**config.mk**
```make
export PLATFORM = sky130hd
export DESIGN_NAME = hbf_mul
export DESIGN_NICKNAME = d
export VERILOG_FILES = /design/src/design/hbf_pkg.sv /design/src/design/hbf_mul.sv
export SDC_FILE = /design/constraint.sdc
export NUM_CORES = 2
export LEC_CHECK = 0
export ABC_AREA = 1
export BUFFER_PORTS_ARGS = -buffer_cell sky130_fd_sc_hd__buf_2
export CAP_MARGIN = 30
export CORE_UTILIZATION = 50
export DETAILED_ROUTE_END_ITERATION = 8
export MAX_ROUTING_LAYER = met4
export PLACE_DENSITY = 0.64
export SYNTH_ARGS = -nofsm -noshare
export SYNTH_HDL_FRONTEND = slang
export SYNTH_SLANG_ARGS = --single-unit
```
**constraint.sdc**
```tcl
create_clock -name clk -period 9.75 [get_ports clk]
set_input_delay 0.4875 -clock clk [delete_from_list [all_inputs] [get_ports clk]]
set_output_delay 0.4875 -clock clk [all_outputs]
set_load 0.05 [all_outputs]
```
**src/design/hbf_pkg.sv**
```systemverilog
// Shared types, constants and arithmetic helpers for the harmonic bond force block.
`default_nettype none
package hbf_pkg;

    localparam int unsigned ATOM_COUNT = 4096;
    localparam int unsigned CFG_IDX_W  = 3;
    localparam int unsigned CFG_DATA_W = 31;
    localparam int unsigned Q_DEPTH    = 2;
    localparam int unsigned MUL_STEPS  = 4;

    localparam logic [CFG_IDX_W-1:0] CFG_BOX_LEN_X  = 3'd0;
    localparam logic [CFG_IDX_W-1:0] CFG_BOX_LEN_Y  = 3'd1;
    localparam logic [CFG_IDX_W-1:0] CFG_BOX_LEN_Z  = 3'd2;
    localparam logic [CFG_IDX_W-1:0] CFG_BOX_HALF_X = 3'd3;
    localparam logic [CFG_IDX_W-1:0] CFG_BOX_HALF_Y = 3'd4;
    localparam logic [CFG_IDX_W-1:0] CFG_BOX_HALF_Z = 3'd5;

    // virial terms: force axis and displacement axis per accumulator
    localparam logic [1:0] VIR_F_SEL [6] = '{2'd0, 2'd1, 2'd1, 2'd2, 2'd2, 2'd2};
    localparam logic [1:0] VIR_D_SEL [6] = '{2'd0, 2'd0, 2'd1, 2'd0, 2'd1, 2'd2};

    typedef struct packed {
        logic [11:0]        atom_a;
        logic [11:0]        atom_b;
        logic signed [31:0] pos_ax;
        logic signed [31:0] pos_ay;
        logic signed [31:0] pos_az;
        logic signed [31:0] pos_bx;
        logic signed [31:0] pos_by;
        logic signed [31:0] pos_bz;
        logic [30:0]        eq_length;
        logic [30:0]        spring_const;
        logic               last_bond;
    } bond_in_t;

    typedef struct packed {
        logic [11:0]        out_atom_a;
        logic [11:0]        out_atom_b;
        logic signed [31:0] force_x;
        logic signed [31:0] force_y;
        logic signed [31:0] force_z;
        logic signed [47:0] energy_total;
        logic signed [47:0] vir_xx;
        logic signed [47:0] vir_yx;
        logic signed [47:0] vir_yy;
        logic signed [47:0] vir_zx;
        logic signed [47:0] vir_zy;
        logic signed [47:0] vir_zz;
    } result_t;

    // classified bond between front and back
    typedef struct packed {
        logic [11:0]        atom_a;
        logic [11:0]        atom_b;
        logic               ok;
        logic               last;
        logic signed [31:0] dx;
        logic signed [31:0] dy;
        logic signed [31:0] dz;
        logic [30:0]        k;
        logic [30:0]        r0;
    } job_t;

    typedef struct packed {
        logic        start;
        logic [63:0] a;
        logic [63:0] b;
    } mul_req_t;

    typedef struct packed {
        logic         done;
        logic [127:0] prod;
    } mul_rsp_t;

    function automatic logic [63:0] mag64(input logic signed [63:0] x);
        mag64 = x[63] ? 64'(-x) : 64'(x);
    endfunction

    // product / 2^16, toward zero, saturated to 32 or 48 bits signed
    function automatic logic signed [47:0] q16_sat(input logic [127:0] p, input logic neg,
                                                   input logic is32);
        logic [63:0] slo;
        logic [63:0] lim;
        logic [63:0] v;
        logic [63:0] nv;
        slo = p[79:16];
        lim = is32 ? (64'h8000_0000 - {63'b0, ~neg}) : (64'h8000_0000_0000 - {63'b0, ~neg});
        v = ((|p[127:80]) || (slo > lim)) ? lim : slo;
        nv = 64'd0 - v;
        q16_sat = neg ? $signed(nv[47:0]) : $signed(v[47:0]);
    endfunction

    function automatic logic signed [47:0] sat_add48(input logic signed [47:0] a,
                                                     input logic signed [47:0] b);
        logic signed [48:0] s;
        s = 49'(a) + 49'(b);
        if (s[48] != s[47])
            sat_add48 = s[48] ? $signed(48'h8000_0000_0000) : $signed(48'h7FFF_FFFF_FFFF);
        else
            sat_add48 = s[47:0];
    endfunction

endpackage
`default_nettype wire

```
**src/design/hbf_mul.sv**
```systemverilog
// Shared 64x64 multiplier: one 32x32 partial product per cycle, accumulated.
`default_nettype none
module hbf_mul (
    input  wire logic              clk,
    input  wire logic              rst_n,
    input  wire hbf_pkg::mul_req_t req,
    output hbf_pkg::mul_rsp_t      rsp
);

    logic [63:0]  a_reg;
    logic [63:0]  b_reg;
    logic [2:0]   cnt_reg;
    logic         busy_reg;
    logic [63:0]  pp_reg;
    logic [1:0]   pp_sh_reg;
    logic         pp_vld_reg;
    logic [127:0] acc_reg;
    logic         done_reg;

    logic [31:0]  a_half;
    logic [31:0]  b_half;
    logic [63:0]  prod32;
    logic [127:0] pp_shifted;

    assign a_half = cnt_reg[1] ? a_reg[63:32] : a_reg[31:0];
    assign b_half = cnt_reg[0] ? b_reg[63:32] : b_reg[31:0];
    assign prod32 = a_half * b_half;

    always_comb
    begin
        unique case (pp_sh_reg)
            2'd0:    pp_shifted = {64'b0, pp_reg};
            2'd1:    pp_shifted = {32'b0, pp_reg, 32'b0};
            2'd2:    pp_shifted = {pp_reg, 64'b0};
            default: pp_shifted = '0;
        endcase
    end

    assign rsp.done = done_reg;
    assign rsp.prod = acc_reg;

    always_ff @(posedge clk or negedge rst_n)
    begin
        if (!rst_n)
        begin
            a_reg      <= '0;
            b_reg      <= '0;
            cnt_reg    <= '0;
            busy_reg   <= 1'b0;
            pp_reg     <= '0;
            pp_sh_reg  <= '0;
            pp_vld_reg <= 1'b0;
            acc_reg    <= '0;
            done_reg   <= 1'b0;
        end
        else
        begin
            done_reg <= 1'b0;
            if (req.start)
            begin
                a_reg      <= req.a;
                b_reg      <= req.b;
                cnt_reg    <= '0;
                busy_reg   <= 1'b1;
                acc_reg    <= '0;
                pp_vld_reg <= 1'b0;
            end
            else if (busy_reg)
            begin
                if (pp_vld_reg)
                    acc_reg <= acc_reg + pp_shifted;
                if (cnt_reg != 3'(hbf_pkg::MUL_STEPS))
                begin
                    pp_reg     <= prod32;
                    pp_sh_reg  <= {1'b0, cnt_reg[1]} + {1'b0, cnt_reg[0]};
                    pp_vld_reg <= 1'b1;
                    cnt_reg    <= cnt_reg + 3'd1;
                end
                else
                begin
                    pp_vld_reg <= 1'b0;
                    busy_reg   <= 1'b0;
                    done_reg   <= 1'b1;
                end
            end
        end
    end

endmodule
`default_nettype wire

```
==> results by group <==
Global route
  • Initial antenna violation count: 10
  • First-pass GRT wire length: 381000 microns
  • Total global-route track usage: 0.443
  • Vias in the first global route: 59213
  • Largest net degree at the start of global routing: 153
  • Grt ovf: 0

Detailed routing
  • Vias/cell: 5.43
  • First-pass DRT Iterations: 6
  • Antenna Nets Post-Route: 0
  • DRT iter0 DRCs: 5760
  • Vias after detailed routing: 58345
  • WL/cell: 24.3 microns
  • Post-Route WL: 261000 microns
  • DRC Markers: 0

Synth
  • Yosys reg bits: 328
  • Synth Net Count: 10335
  • Cell taking the most area after synthesis: fa_1
  • Yosys cell types: 42
  • Top cells by area, synth: fa_1 (30%), nand2_1 (17%), dfrtp_1 (14%)
  • Sequential area share after synthesis: 0.135
  • Post-Syn Instances: 8915
  • Syn. warnings: 0
  • Synthesized area per cell: 6.81 sq um
  • Ys flop type: dfrtp_1
  • Synth async-reset ratio: 1.00
  • Synthesized area: 60700 sq um
  • Top-area cell type share of the netlist area: 0.296
  • Number of synthesized flops with an enable pin: 0

Setup path
  • CP Max Fanout: 45
  • Kind of critical path: flip-flop to flip-flop
  • Critical Path Sink Type: flip-flop
  • CP startpoint kind: flip-flop
  • CP required: 10.27 ns
  • Worst Path Arrival: 9.62 ns
  • Max stage delay on crit path: 0.97 ns
  • Worst path bufs/invs: 4
  • Critical path cell sequence: o21ai_2 > inv_1 > nand2_1 > fa_1 > fa_1 > fa_1 > fa_1 > inv_1 > fa_1 > fa_1 > fa_1 > inv_1 > fa_1 > inv_1 > ha_1 > a21oi_1 > o21ai_0 > a21oi_1 > o21ai_0 > a21oi_1 > nand3_1 > nand3_1 > nand2_1
  • Most used cell along the critical path: fa_1
  • R2R setup slack: 0.66 ns
  • CP max-delay cell: o21ai_2
  • CP top delay family: adder cells

Floorplanning
  • Die footprint: 123000 sq um
  • Placement row count: 127
  • Initial core utilization: 0.506
  • Die Ht: 351 microns
  • I/O pins: 260
  • CORE AREA: 120000 sq um
  • Die width: 351 microns

Final layout
  • Final Net Count: 10500
  • Max reg flops: 128
  • Most common cell after layout, fill and taps aside: nand2_1
  • Most frequent cells in the layout: nand2_1 (2782), inv_1 (2032), nor2_1 (1048)
  • Layout cell share with drive strength beyond 1: 0.0773
  • Fillers: 12186
  • Syn-to-layout area delta: 8.19%

Clock tree
  • Clock root buffer: clkbuf_16
  • CTS Buf Count: 45
  • Num Clock Sinks: 328
  • Hold buffer count at CTS: 1
  • Setup Fix Bufs, Post-CTS: 0
  • Clk slew on worst S/H paths: 0.07 ns
  • PostCTS Resize Cnt: 0
  • Bufs on Longest Clock Path: 3
  • CTS H-tree depth: 2
  • Clk_lat worst skew: 0.67 ns
  • CTS tree: yes

Timing
  • Setup Skew: 0.0686 ns
  • Final Max Slew Viols: 0
  • Final setup fails: 0
  • Unrepaired setup endpoints after global routing: false
  • Worst slew pin tran: 1.09 ns
  • Relative slew slack: 0.269
  • Highest clock rate: 0.110 GHz
  • Final hold vios: 0
  • Period utilisation layout: 0.933
  • Fin Setup TNS: 0 ns
  • Fin crit period: 9.09 ns

Placed design
  • Final Wtd Congestion: 1.11
  • Number of port buffers: 259
  • HPWL Detailed: 214000 microns

Flow run
  • Max_cap viols: 0

Hold path
  • Hold WC Path Type: input port to flip-flop

Run status
  • Outcome: complete, no violations
## metal layers
metal  vias to the layer above  share of wire  track usage
met4                         0          0.096        0.347
met2                      3062           0.45        0.694
met1                     27919           0.36        0.496
met5                         -              0            -
li1                      26441              -            -
met3                       923          0.091       0.0875
## path summary, 6_finish.rpt
check	startpoint	endpoint	cells past startpoint
setup / recovery	cnt_reg[0]	pp_reg[60]	23
min in group asynchronous	rst_n	acc_reg[33]	2
setup reg to reg	cnt_reg[0]	pp_reg[60]	23
hold / removal	req[92]	a_reg[28]	3
hold reg to reg	a_reg[28]	a_reg[28]	2
max in group asynchronous	rst_n	pp_reg[26]	4
## kinds of logic after synthesis
family / after synthesis / share of synthesized area
simple gates: 4279 / 0.281
buf+inv: 2359 / 0.147
fa+ha+maj: 1289 / 0.376
compound gates: 624 / 0.0555
flops: 328 / 0.135
xor+xnor: 34 / 0.00490
mux: 2 / 0.000371
## synthesized netlist by cell type (5+ instances only)
master / instances
o21a_1: 5
nor3_2: 12
nor2_4: 9
nand4_1: 26
inv_1: 2034
nand3_2: 15
o22ai_1: 65
a21boi_0: 6
nor2_1: 1049
nand3b_1: 9
xor2_1: 8
o31ai_1: 16
ha_1: 392
nor3_1: 18
or2_2: 11
xnor2_1: 26
nand3_1: 227
o21bai_1: 13
clkinv_1: 29
o21ai_0: 228
nor4_1: 5
or2_1: 8
buf_1: 5
o21ai_2: 10
nand2_1: 2784
fa_1: 897
inv_2: 39
dfrtp_1: 328
o21ai_1: 52
buf_2: 54
nand2_2: 43
a21oi_1: 218
nor2_2: 61
a21o_1: 5
clkbuf_1: 194
## worst min-delay path, stage by stage
cell	delay [ns]
buf_2	0.07
nand2_1	0.04
nand2_1	0.05
## through the flow
stage / hold WS [ns] / cell area (sq um) / instances / utilization / setup WS (ns)
3_3_place_gp: 0.453 / 64100 / 10643 / 0.534 / 0.893
3_5_place_dp: 0.461 / 64100 / 10644 / 0.534 / 0.886
4_1_cts: 0.0442 / 65700 / 10728 / 0.547 / 0.901
2_1_floorplan: 0.192 / 60700 / 8915 / - / 2.75
5_1_grt: 0.0684 / 65700 / 10738 / 0.547 / 0.422
6_report: 0.0678 / 65700 / 10739 / 0.547 / 0.656
## layout make-up
cell class	count	area (sq um)	share of cell area
multi-input combinational	6228	43800	0.666
sequential	328	8210	0.125
inverter	2102	7890	0.120
timing repair buffer	375	2240	0.0341
tap	1612	2020	0.0307
clock buffer	52	1210	0.0185
clock inverter	31	345	0.00525
antenna	11	27.5	0.000419
Power is not shown: default switching activity piles up to over one toggle a cycle in this logic, so the estimate is an artifact.
