$ cat config.mk
export PLATFORM = sky130hd
export DESIGN_NAME = hbf_fifo
export DESIGN_NICKNAME = d
export VERILOG_FILES = /design/src/design/hbf_pkg.sv /design/src/design/hbf_fifo.sv
export SDC_FILE = /design/constraint.sdc
export NUM_CORES = 1
export LEC_CHECK = 0
export BUFFER_PORTS_ARGS = -buffer_cell sky130_fd_sc_hd__buf_2
export CAP_MARGIN = 5
export CORE_MARGIN = 4
export CORE_UTILIZATION = 40
export CTS_CLUSTER_DIAMETER = 80
export DETAILED_ROUTE_END_ITERATION = 16
export MAX_ROUTING_LAYER = met4
export PLACE_DENSITY_LB_ADDON = 0.12
export REMOVE_ABC_BUFFERS = 1
export SYNTH_ARGS = -nofsm -noshare
export SYNTH_HDL_FRONTEND = slang
export SYNTH_SLANG_ARGS = --single-unit
$ cat constraint.sdc
create_clock -name clk -period 13.6 [get_ports clk]
set_input_delay 2.04 -clock clk [delete_from_list [all_inputs] [get_ports clk]]
set_output_delay 2.04 -clock clk [all_outputs]
set_load 0.005 [all_outputs]
$ cat src/design/hbf_pkg.sv
// Shared types, constants and arithmetic helpers for the harmonic bond force block.
`default_nettype none
package hbf_pkg;

    localparam int unsigned ATOM_COUNT = 4096;
    localparam int unsigned CFG_IDX_W  = 3;
    localparam int unsigned CFG_DATA_W = 31;
    localparam int unsigned Q_DEPTH    = 2;
    localparam int unsigned MUL_STEPS  = 4;

    localparam logic [CFG_IDX_W-1:0] CFG_BOX_LEN_X  = 3'd0;
    localparam logic [CFG_IDX_W-1:0] CFG_BOX_LEN_Y  = 3'd1;
    localparam logic [CFG_IDX_W-1:0] CFG_BOX_LEN_Z  = 3'd2;
    localparam logic [CFG_IDX_W-1:0] CFG_BOX_HALF_X = 3'd3;
    localparam logic [CFG_IDX_W-1:0] CFG_BOX_HALF_Y = 3'd4;
    localparam logic [CFG_IDX_W-1:0] CFG_BOX_HALF_Z = 3'd5;

    // virial terms: force axis and displacement axis per accumulator
    localparam logic [1:0] VIR_F_SEL [6] = '{2'd0, 2'd1, 2'd1, 2'd2, 2'd2, 2'd2};
    localparam logic [1:0] VIR_D_SEL [6] = '{2'd0, 2'd0, 2'd1, 2'd0, 2'd1, 2'd2};

    typedef struct packed {
        logic [11:0]        atom_a;
        logic [11:0]        atom_b;
        logic signed [31:0] pos_ax;
        logic signed [31:0] pos_ay;
        logic signed [31:0] pos_az;
        logic signed [31:0] pos_bx;
        logic signed [31:0] pos_by;
        logic signed [31:0] pos_bz;
        logic [30:0]        eq_length;
        logic [30:0]        spring_const;
        logic               last_bond;
    } bond_in_t;

    typedef struct packed {
        logic [11:0]        out_atom_a;
        logic [11:0]        out_atom_b;
        logic signed [31:0] force_x;
        logic signed [31:0] force_y;
        logic signed [31:0] force_z;
        logic signed [47:0] energy_total;
        logic signed [47:0] vir_xx;
        logic signed [47:0] vir_yx;
        logic signed [47:0] vir_yy;
        logic signed [47:0] vir_zx;
        logic signed [47:0] vir_zy;
        logic signed [47:0] vir_zz;
    } result_t;

    // classified bond between front and back
    typedef struct packed {
        logic [11:0]        atom_a;
        logic [11:0]        atom_b;
        logic               ok;
        logic               last;
        logic signed [31:0] dx;
        logic signed [31:0] dy;
        logic signed [31:0] dz;
        logic [30:0]        k;
        logic [30:0]        r0;
    } job_t;

    typedef struct packed {
        logic        start;
        logic [63:0] a;
        logic [63:0] b;
    } mul_req_t;

    typedef struct packed {
        logic         done;
        logic [127:0] prod;
    } mul_rsp_t;

    function automatic logic [63:0] mag64(input logic signed [63:0] x);
        mag64 = x[63] ? 64'(-x) : 64'(x);
    endfunction

    // product / 2^16, toward zero, saturated to 32 or 48 bits signed
    function automatic logic signed [47:0] q16_sat(input logic [127:0] p, input logic neg,
                                                   input logic is32);
        logic [63:0] slo;
        logic [63:0] lim;
        logic [63:0] v;
        logic [63:0] nv;
        slo = p[79:16];
        lim = is32 ? (64'h8000_0000 - {63'b0, ~neg}) : (64'h8000_0000_0000 - {63'b0, ~neg});
        v = ((|p[127:80]) || (slo > lim)) ? lim : slo;
        nv = 64'd0 - v;
        q16_sat = neg ? $signed(nv[47:0]) : $signed(v[47:0]);
    endfunction

    function automatic logic signed [47:0] sat_add48(input logic signed [47:0] a,
                                                     input logic signed [47:0] b);
        logic signed [48:0] s;
        s = 49'(a) + 49'(b);
        if (s[48] != s[47])
            sat_add48 = s[48] ? $signed(48'h8000_0000_0000) : $signed(48'h7FFF_FFFF_FFFF);
        else
            sat_add48 = s[47:0];
    endfunction

endpackage
`default_nettype wire

$ cat src/design/hbf_fifo.sv
// Short queue of classified bonds between front and back.
`default_nettype none
module hbf_fifo (
    input  wire logic          clk,
    input  wire logic          rst_n,
    input  wire logic          wr,
    input  wire hbf_pkg::job_t din,
    output logic               full,
    input  wire logic          rd,
    output hbf_pkg::job_t      dout,
    output logic               empty
);

    localparam int unsigned PW = $clog2(hbf_pkg::Q_DEPTH);
    localparam int unsigned CW = $clog2(hbf_pkg::Q_DEPTH + 1);

    hbf_pkg::job_t   ent_reg [hbf_pkg::Q_DEPTH];
    logic [PW-1:0]   wp_reg;
    logic [PW-1:0]   rp_reg;
    logic [CW-1:0]   cnt_reg;

    assign full  = (cnt_reg == CW'(hbf_pkg::Q_DEPTH));
    assign empty = (cnt_reg == '0);
    assign dout  = ent_reg[rp_reg];

    always_ff @(posedge clk or negedge rst_n)
    begin
        if (!rst_n)
        begin
            wp_reg  <= '0;
            rp_reg  <= '0;
            cnt_reg <= '0;
        end
        else
        begin
            if (wr && !full)
                wp_reg <= (wp_reg == PW'(hbf_pkg::Q_DEPTH - 1)) ? '0 : wp_reg + 1'b1;
            if (rd && !empty)
                rp_reg <= (rp_reg == PW'(hbf_pkg::Q_DEPTH - 1)) ? '0 : rp_reg + 1'b1;
            cnt_reg <= cnt_reg + CW'(wr && !full) - CW'(rd && !empty);
        end
    end

    always_ff @(posedge clk)
    begin
        if (wr && !full)
            ent_reg[wp_reg] <= din;
    end

endmodule
`default_nettype wire

==> results summary, run 1 <==
The worst register-to-register path ends at ent_reg[0][85]$_DFFE_PP_. The total of max-cap violations came out at 0. The number of antenna violations at the first check in global routing is 10.

The worst slack at placement came out at 9.079 ns. The wire length of the first global-routing pass is 42030 um. The final worst-path setup slack is 8.767 ns. For this run, the leading register cell type out of synthesis is sky130_fd_sc_hd__edfxtp_1.

Synthesis instantiated 15 different standard cells from the library. The synthesized area per cell came out at 23.86 um2. The transition time at the pin with the least slew margin came out at 1.071 ns. The headroom to the max-slew limit is 28.58%.

The final setup violation count is 0. The count of port buffers added during placement is 373. After synthesis, the largest area contributor takes up 78.37% of total cell area. The area enclosed by the die boundary came out at 38320 um2. The vertical extent of the die came out at 195.8 um.

The tightest hold path in the finished design has a slack of 0.5056 ns. The number of global-route vias before repair is 7274. The total of flip-flops plus latches after synthesis came out at 372. The global routing stage identified its most utilized layer as met2. The maximum achievable frequency is 206.9 MHz. The leakage power is 6.983 nW. The clock tree from TritonCTS is built. The placeable core region came out at 34630 um2. The wire length after detailed routing is 28620 um. The number of remaining DRC errors is 0. Counting both buffers and inverters, the worst setup path holds a total of 2. The clock tree buffer depth came out at 3. The met2 global-route usage came out at 23.64%. Global routing used 16.93% of the available met1 tracks.

The setup slack of the worst register-to-register path came out at 10.70 ns. The worst setup path is captured at an output port. The H-tree generated during clock tree synthesis spans 2 levels.

The startpoint identified for the worst register-to-register timing path is cnt_reg[1]$_DFF_PN0_. The final total negative setup slack came out at 0 ns. In this run the count of I/O pins placed on the die edge is 374. The number of synthesis warnings is 0. In this run the most critical hold path is launched from cnt_reg[1]$_DFF_PN0_.

The final non-filler cell total is 1483. In the global route stage, overall resource usage came out at 14.63%. The total power after layout came out at 3.766 mW. The flow ran to the end, and the final reports show no timing, DRC or antenna violations. Clock tree synthesis found a total of 372 sinks. The clock latency at the later pin of the worst-skew pair is 0.51 ns.

The root buffer selected by CTS is sky130_fd_sc_hd__clkbuf_16. The share of the cycle needed by the critical path after routing came out at 35.54%. Once the floorplan was initialized, standard cells occupied 40.72% of the core. The worst path arrival time is 2.79 ns. STA classifies the critical path startpoint as a flop.

The setup clock skew after layout is 0.01106 ns. The maximum resistive drop on vdd is 0.1633 mV. Setup repair after global routing left no endpoint under its margin. The cell count after synthesis came out at 591. The final routed wire length divided by cell count came out at 19.30 um. The number of violations reported at the end of detailed-routing iteration 0 is 255. For met3 alone, demand over resource in global routing was 6.062%. The category of the critical setup timing path is reg2out.

In this run, synthesis inferred 368 flip-flops with an integrated enable. The final net count came out at 1182. By area the synthesized netlist is led by sky130_fd_sc_hd__edfxtp_1, sky130_fd_sc_hd__mux2_4, sky130_fd_sc_hd__mux2_2. The number of rows in the core area came out at 68. The final hold violation count is 0. Once the clock tree was built, the resizer swapped 0 gates to a different size. The register with the most flip-flops in the layout has 368 of them. The power density over the cells is 213.7 nW/um2. The path category of the worst min-delay check is reg2reg. The signal on the critical path passes through buf_12 > mux2_2 > buf_2. The final count of pins violating max slew is 0. Relative to the synthesized area, the layout overhead comes to 25.01%.

The cell area after technology mapping is 14100 um2. The overall overflow remaining after global route came out at 0. The post-CTS repair timing setup buffer count came out at 0. The routability congestion estimate from global placement is 0.6962.

The post-cts hold buffer count came out at 0. The number of CTS-inserted buffers is 40. The pin count of the biggest net entering global routing is 112.

The most area-hungry cell type in the Yosys netlist is sky130_fd_sc_hd__edfxtp_1. The clock period minus final worst setup slack came out at 4.833 ns. The fraction of registers with async set/reset is 1.075%. The largest single stage delay on the critical path is 0.85 ns. The required time of the critical path is 11.56 ns.

The average via count per standard cell came out at 4.580. Among all cell types in the netlist, the one instantiated most often is sky130_fd_sc_hd__edfxtp_1. The total placed cells including tap cells is 1405. The die span in x is 195.8 um. Ranked by instance count, the synthesized netlist is headed by sky130_fd_sc_hd__edfxtp_1, sky130_fd_sc_hd__mux2_4, sky130_fd_sc_hd__mux2_2. The path with the worst hold slack has its endpoint at cnt_reg[1]$_DFF_PN0_. Detailed placement finished with a half-perimeter wire length of 18710 um. The number of cells on the worst reg-to-reg path is 5. The routed via count is 6792. The kind of cell with the highest combined delay along the critical path is flip-flops.

The first-pass iteration count of the detailed router came out at 4. The residual antenna-violating net count after detailed routing is 0. The register area share after synthesis is 79.08%. The clock-pin slew of the registers on the worst-case setup and hold paths is 0.06 ns. Cells with a size suffix above 1 make up 60.71% of the layout. The maximum fanout along the worst path came out at 111. Along the worst hold path, the cell count comes to 1.

On the critical path, the stage with the largest delay is an instance of sky130_fd_sc_hd__dfrtp_4.
-- routing by layer --
layer / wire length (um) / share of wire (%)
met1: 11110 / 39
met2: 14130 / 49
met3: 2765 / 9.7
met4: 616 / 2.2
met5: 0 / 0
-- kinds of logic (layout without fill, tap and decap cells) --
| logic type | count (synthesis) | count (layout) | synth area share (%) |
|---|---|---|---|
| buf+inv | 23 | 450 | 1.597 |
| flops | 372 | 372 | 79.08 |
| xor+xnor | 4 | 4 | 0.2485 |
| mux | 184 | 184 | 18.69 |
| simple gates | 6 | 6 | 0.2130 |
| fa+ha+maj | 2 | 2 | 0.1774 |
| other cells | 0 | 10 | 0 |
-- worst max-delay path by stage --
stage | from | end | slack, ns | depth (start not counted)
after CTS | rp_reg$_DFFE_PN0P_ | dout[175] | 8.79 | 3
after detailed placement | wr | ent_reg[0][75]$_DFFE_PP_ | 9.08 | 5
final | rp_reg$_DFFE_PN0P_ | dout[174] | 8.77 | 3
after floorplan | wr | ent_reg[0][0]$_DFFE_PP_ | 3.11 | 2
after global routing | rp_reg$_DFFE_PN0P_ | dout[174] | 8.67 | 3
after global placement | wr | ent_reg[0][102]$_DFFE_PP_ | 9.08 | 5
-- where the power goes --
group / total (mW) / internal [mW] / switching (mW)
logic: 1.12 / 0.590 / 0.529
registers: 1.65 / 1.57 / 0.0806
clock network: 0.996 / 0.595 / 0.401
total: 3.77 / 2.76 / 1.01
-- final cells by class --
cell class | instances | area (um2)
multi-input cells | 196 | 2738
fillers | 2901 | 17000
diodes | 10 | 25.02
inverters | 2 | 7.507
flip-flops and latches | 372 | 11150
clock inverters | 12 | 110.1
clock buffers | 56 | 1092
well taps | 455 | 569.3
repair buffers | 380 | 1932
-- through the flow --
| stage | cell area [um2] | util, % |
|---|---|---|
| floorplan | 13880 | - |
| finish | 17630 | 50.91 |
| detailed placement | 16400 | 47.36 |
| CTS | 17600 | 50.83 |
| global placement | 16400 | 47.36 |
| global route | 17630 | 50.91 |
-- placed cells by master, fill, tap and decap left out --
cell type / n
sky130_fd_sc_hd__nor2_4: 1
sky130_fd_sc_hd__dfrtp_1: 3
sky130_fd_sc_hd__buf_12: 1
sky130_fd_sc_hd__edfxtp_1: 368
sky130_fd_sc_hd__mux2_2: 34
sky130_fd_sc_hd__clkbuf_8: 1
sky130_fd_sc_hd__dfrtp_4: 1
sky130_fd_sc_hd__ha_1: 2
sky130_fd_sc_hd__nand2_1: 1
sky130_fd_sc_hd__inv_1: 2
sky130_fd_sc_hd__bufinv_16: 2
sky130_fd_sc_hd__xor2_1: 1
sky130_fd_sc_hd__clkinv_2: 6
sky130_fd_sc_hd__buf_4: 6
sky130_fd_sc_hd__buf_2: 373
sky130_fd_sc_hd__clkbuf_1: 14
sky130_fd_sc_hd__clkinv_1: 3
sky130_fd_sc_hd__diode_2: 10
sky130_fd_sc_hd__and3_4: 1
sky130_fd_sc_hd__xnor2_1: 3
sky130_fd_sc_hd__nor2b_1: 1
sky130_fd_sc_hd__clkinv_4: 1
sky130_fd_sc_hd__nand2b_1: 1
sky130_fd_sc_hd__nor2_1: 1
sky130_fd_sc_hd__mux2_4: 150
sky130_fd_sc_hd__clkbuf_16: 41
Note: power is estimated with default switching activity, not from simulation.
==> run 2: changes to the inputs <==
--- a/config.mk
+++ b/config.mk
@@ -5,6 +5,7 @@
 export SDC_FILE = /design/constraint.sdc
 export NUM_CORES = 1
 export LEC_CHECK = 0
+export ABC_AREA = 1
 export BUFFER_PORTS_ARGS = -buffer_cell sky130_fd_sc_hd__buf_2
 export CAP_MARGIN = 5
 export CORE_MARGIN = 4
==> constraint.sdc (replaced) <==
create_clock -name clk -period 4.1 [get_ports clk]
set_input_delay 0.615 -clock clk [delete_from_list [all_inputs] [get_ports clk]]
set_output_delay 0.615 -clock clk [all_outputs]
set_load 0.005 [all_outputs]
==> run 2 against run 1 <==
Routed wire length increased by 12%. Die area decreased by 3.0%. Clock power rose to 3.4 times the previous value. Design area fell by 2.3%. Count of clock-buffer cells in the layout down 10. Critical endpoint is now dout[89]. Largest cell class unchanged.
==> results summary, run 2 <==
The flow ran to the end, and the final reports show no timing, DRC or antenna violations. The register area share after synthesis came out at 81.62%. The endpoint identified for the worst register-to-register timing path is ent_reg[0][14]$_DFFE_PP_. The beginning of the worst register-to-register path is cnt_reg[1]$_DFF_PN0_. The critical path in this run is classified as reg2out. Counting along the longest clock path gives a buffer depth of 3. Row generation in the floorplan step produced 67 rows.

The number of synthesis warnings is 0. The final hold violation count came out at 0. The effective utilization at floorplan is 40.64%. The first global-routing pass estimated 47360 um of wire. Measured along the y axis, the die boundary spans 192.8 um. In this run, distinct cell masters in the synthesized netlist total 11. The floorplan step defined a die boundary enclosing 37180 um2. The delay of the slowest cell on the worst path is 0.51 ns. The cell count of the worst reg-to-reg path came out at 4. Clock skew on the completed layout was measured at 0.009389 ns. The cell count after synthesis came out at 995. Of the total synthesized cell area, the portion taken by XOR and XNOR cells is 0%. The post-synthesis simple-gate area fraction came out at 15.66%. The element type at the critical path end is an output port.

The later pin in the worst-skew pair is clocked with a latency of 0.51 ns. The pin count of the biggest net entering global routing is 105. The final count of pins violating max slew came to 0. By area the synthesized netlist is led by sky130_fd_sc_hd__edfxtp_1, sky130_fd_sc_hd__nand2_1, sky130_fd_sc_hd__buf_6.

The transition time at the pin with the least slew margin is 0.6843 ns. The number of violations reported at the end of detailed-routing iteration 0 came out at 375. The overall overflow remaining after global route is 0. Along the worst path, the maximum fanout reaches 78. The clock sink count is 372.

The clock period minus final worst setup slack is 2.900 ns. The worst hold path begins at din[64]. The headroom to the max-slew limit came out at 54.38%. TritonCTS built the clock tree. The final routed wire length divided by cell count is 17.17 um. The instance count along the most critical hold path came out at 1. For this run, the total global-route usage over all layers was measured as 17.09%. Among all stages on the critical path, the largest delay is contributed by sky130_fd_sc_hd__dfrtp_4. The required time of the critical path came out at 3.48 ns. The synthesized netlist devotes 0% of its cell area to compound gates.

The total of max-cap violations came out at 0. Dividing total power by cell area gives a power density of 714.3 nW/um2. The cell area after technology mapping came out at 13660 um2. Traced cell by cell, the critical path runs through inv_6 > buf_4 > nand2_1 > nand2_1 > buf_2. The design draws 12.31 mW. The total of flip-flops plus latches after synthesis is 372. Data arrives at the worst endpoint at 2.29 ns. The top cell type's share of synthesized area came out at 80.89%.

The count of port buffers added during placement is 373. Detailed placement finished with a half-perimeter wire length of 21030 um. The synthesized netlist devotes 0.1832% of its cell area to adder and majority cells. VDD sags by at most 0.4595 mV. The number of antenna violations at the first check in global routing came out at 8. The share of the cycle needed by the critical path after routing is 70.73%. The path category of the worst min-delay check is in2reg. The cell sitting at the root of the clock tree is a sky130_fd_sc_hd__clkbuf_16. The flip-flop count of the largest register, all copies and words added is 368. The worst setup path startpoint is rp_reg$_DFFE_PN0P_. In the post-synthesis netlist, the cell with the most instances is sky130_fd_sc_hd__nand2_1. The first-pass iteration count of the detailed router is 5. The capture endpoint of the worst hold path is ent_reg[1][64]$_DFFE_PP_. The post-CTS repair timing setup buffer count came out at 0. The number of inserted filler cells in the final layout is 2946.

The library cell used most frequently in the layout, excluding fill and tap cells, is sky130_fd_sc_hd__nand2_1. The final setup violation count came out at 0. In the layout the commonest cells are sky130_fd_sc_hd__nand2_1, sky130_fd_sc_hd__buf_2, sky130_fd_sc_hd__edfxtp_1.

The maximum achievable frequency came out at 344.8 MHz. The residual antenna-violating net count after detailed routing is 0. Setup repair after global routing left no endpoint under its margin. By area, the combinational part of the netlist is dominated by simple AND/OR/NAND/NOR gates.

The signed area change from the synthesized netlist to the final layout is 26.10%. The average via count per standard cell is 4.535. The detailed router placed 8476 vias in this run. Counting stages on the worst path, the most repeated cell is sky130_fd_sc_hd__nand2_1. For this run, the leading register cell type out of synthesis is sky130_fd_sc_hd__edfxtp_1. The placeable core region came out at 33620 um2.

The number of CTS-inserted buffers came out at 40. The H-tree was split into 2 levels. The wire length after detailed routing is 32100 um.

For this design the static power due to leakage is 7.415 nW. The worst slack at placement is 1.712 ns. The fraction of layout cells with a size suffix above 1 came out at 31.66%. The post-synthesis mux area share came out at 0%. The clock-pin slew of the registers on the worst-case setup and hold paths came out at 0.06 ns. The final net count is 1572. The largest total area in the synthesized netlist belongs to sky130_fd_sc_hd__edfxtp_1. The fraction of registers with async set/reset came out at 1.075%.

The number of top-level pins is 374. The number of enable flip-flop cells after synthesis came out at 368. The routability congestion estimate from global placement came out at 0.7804. In the post-route analysis, the smallest setup slack over all paths is 1.200 ns. By count the netlist is led by sky130_fd_sc_hd__nand2_1, sky130_fd_sc_hd__edfxtp_1, sky130_fd_sc_hd__buf_2. The number of remaining DRC errors is 0. The die span in x is 192.8 um. The number of global-route vias before repair was 8500. STA classifies the critical path startpoint as a flop. The setup slack of the worst register-to-register path came out at 2.02 ns.

The synthesized area per cell is 13.73 um2.
-- run 2: cell types whose count changed in the layout (fill, tap and decap cells not counted), sizes merged, moves of 3 or more --
| cell | change |
|---|---|
| nand2 | +564 |
| mux2 | -184 |
| clkinv | +12 |
| inv | +11 |
| clkbuf | -10 |
| buf | +5 |
| nand3 | +3 |
| xnor2 | -3 |
-- run 2: logic make-up after synthesis --
logic type | after synthesis
flip-flops | 372
AND/OR/NAND/NOR | 569
buffers and inverters | 52
adder cells (fa/ha/maj) | 2
-- run 2: cell type report --
type,count,area (um2),area share [%]
Antenna cell,9,22.52,0.1307
Tap cell,448,560.5,3.254
Sequential cell,372,11150,64.75
Inverter,11,51.30,0.2978
Clock buffer,46,1045,6.064
Clock inverter,26,180.2,1.046
Multi-Input combinational cell,571,2172,12.61
Timing Repair Buffer,386,2042,11.85
-- run 2: where the power goes --
group,leakage [nW],switching (mW),internal (mW)
Combinational,3.33,2.37,1.23
Clock,0.614,1.38,1.95
Sequential,3.47,0.186,5.18
-- run 2: repair_timing --
action                    CTS  global route
hold endpoints to repair    4             0
gates resized for setup     0             0
hold buffers                1             0
-- run 2: per-stage QoR --
stage / instance area [um2] / hold WS [ns] / setup TNS, ns / std cells / utilization, %
floorplan: 13360 / 0.3194 / -1288.18 / 954 / -
global placement: 15970 / 0.4365 / 0 / 1787 / 47.51
detailed placement: 15970 / 0.4352 / 0 / 1787 / 47.51
CTS: 17210 / 0.2500 / 0 / 1860 / 51.18
global route: 17230 / 0.2512 / 0 / 1868 / 51.24
finish: 17230 / 0.2801 / 0 / 1869 / 51.25
-- run 2: routing by layer --
metal  global-route usage, %  up-vias  part of all wire, %  wire length [um]
met4                   5.211        0                  2.7               858
met2                   26.48      294                   47             15180
met5                       -        -                    0                 0
met1                   21.42     3968                   40             12940
met3                   5.879       59                  9.7              3122
li1                        -     4155                    -                 -
-- run 2: worst max-delay path: cells and delay by family, from the launching register on --
| family | cells | cell delay (ns) |
|---|---|---|
| buf+inv | 3 | 0.98 |
| flops | 1 | 0.51 |
| simple gates | 2 | 0.18 |
-- run 2: how the worst max path moves through the flow --
| stage | endpoint | depth (start not counted) | slack (ns) |
|---|---|---|---|
| after global placement | dout[65] | 5 | 1.72 |
| after detailed placement | dout[89] | 5 | 1.71 |
| final | dout[89] | 5 | 1.20 |
| after CTS | dout[89] | 5 | 1.14 |
| after floorplan | ent_reg[1][0]$_DFFE_PP_ | 2 | -4.96 |
| after global routing | dout[100] | 5 | 1.06 |
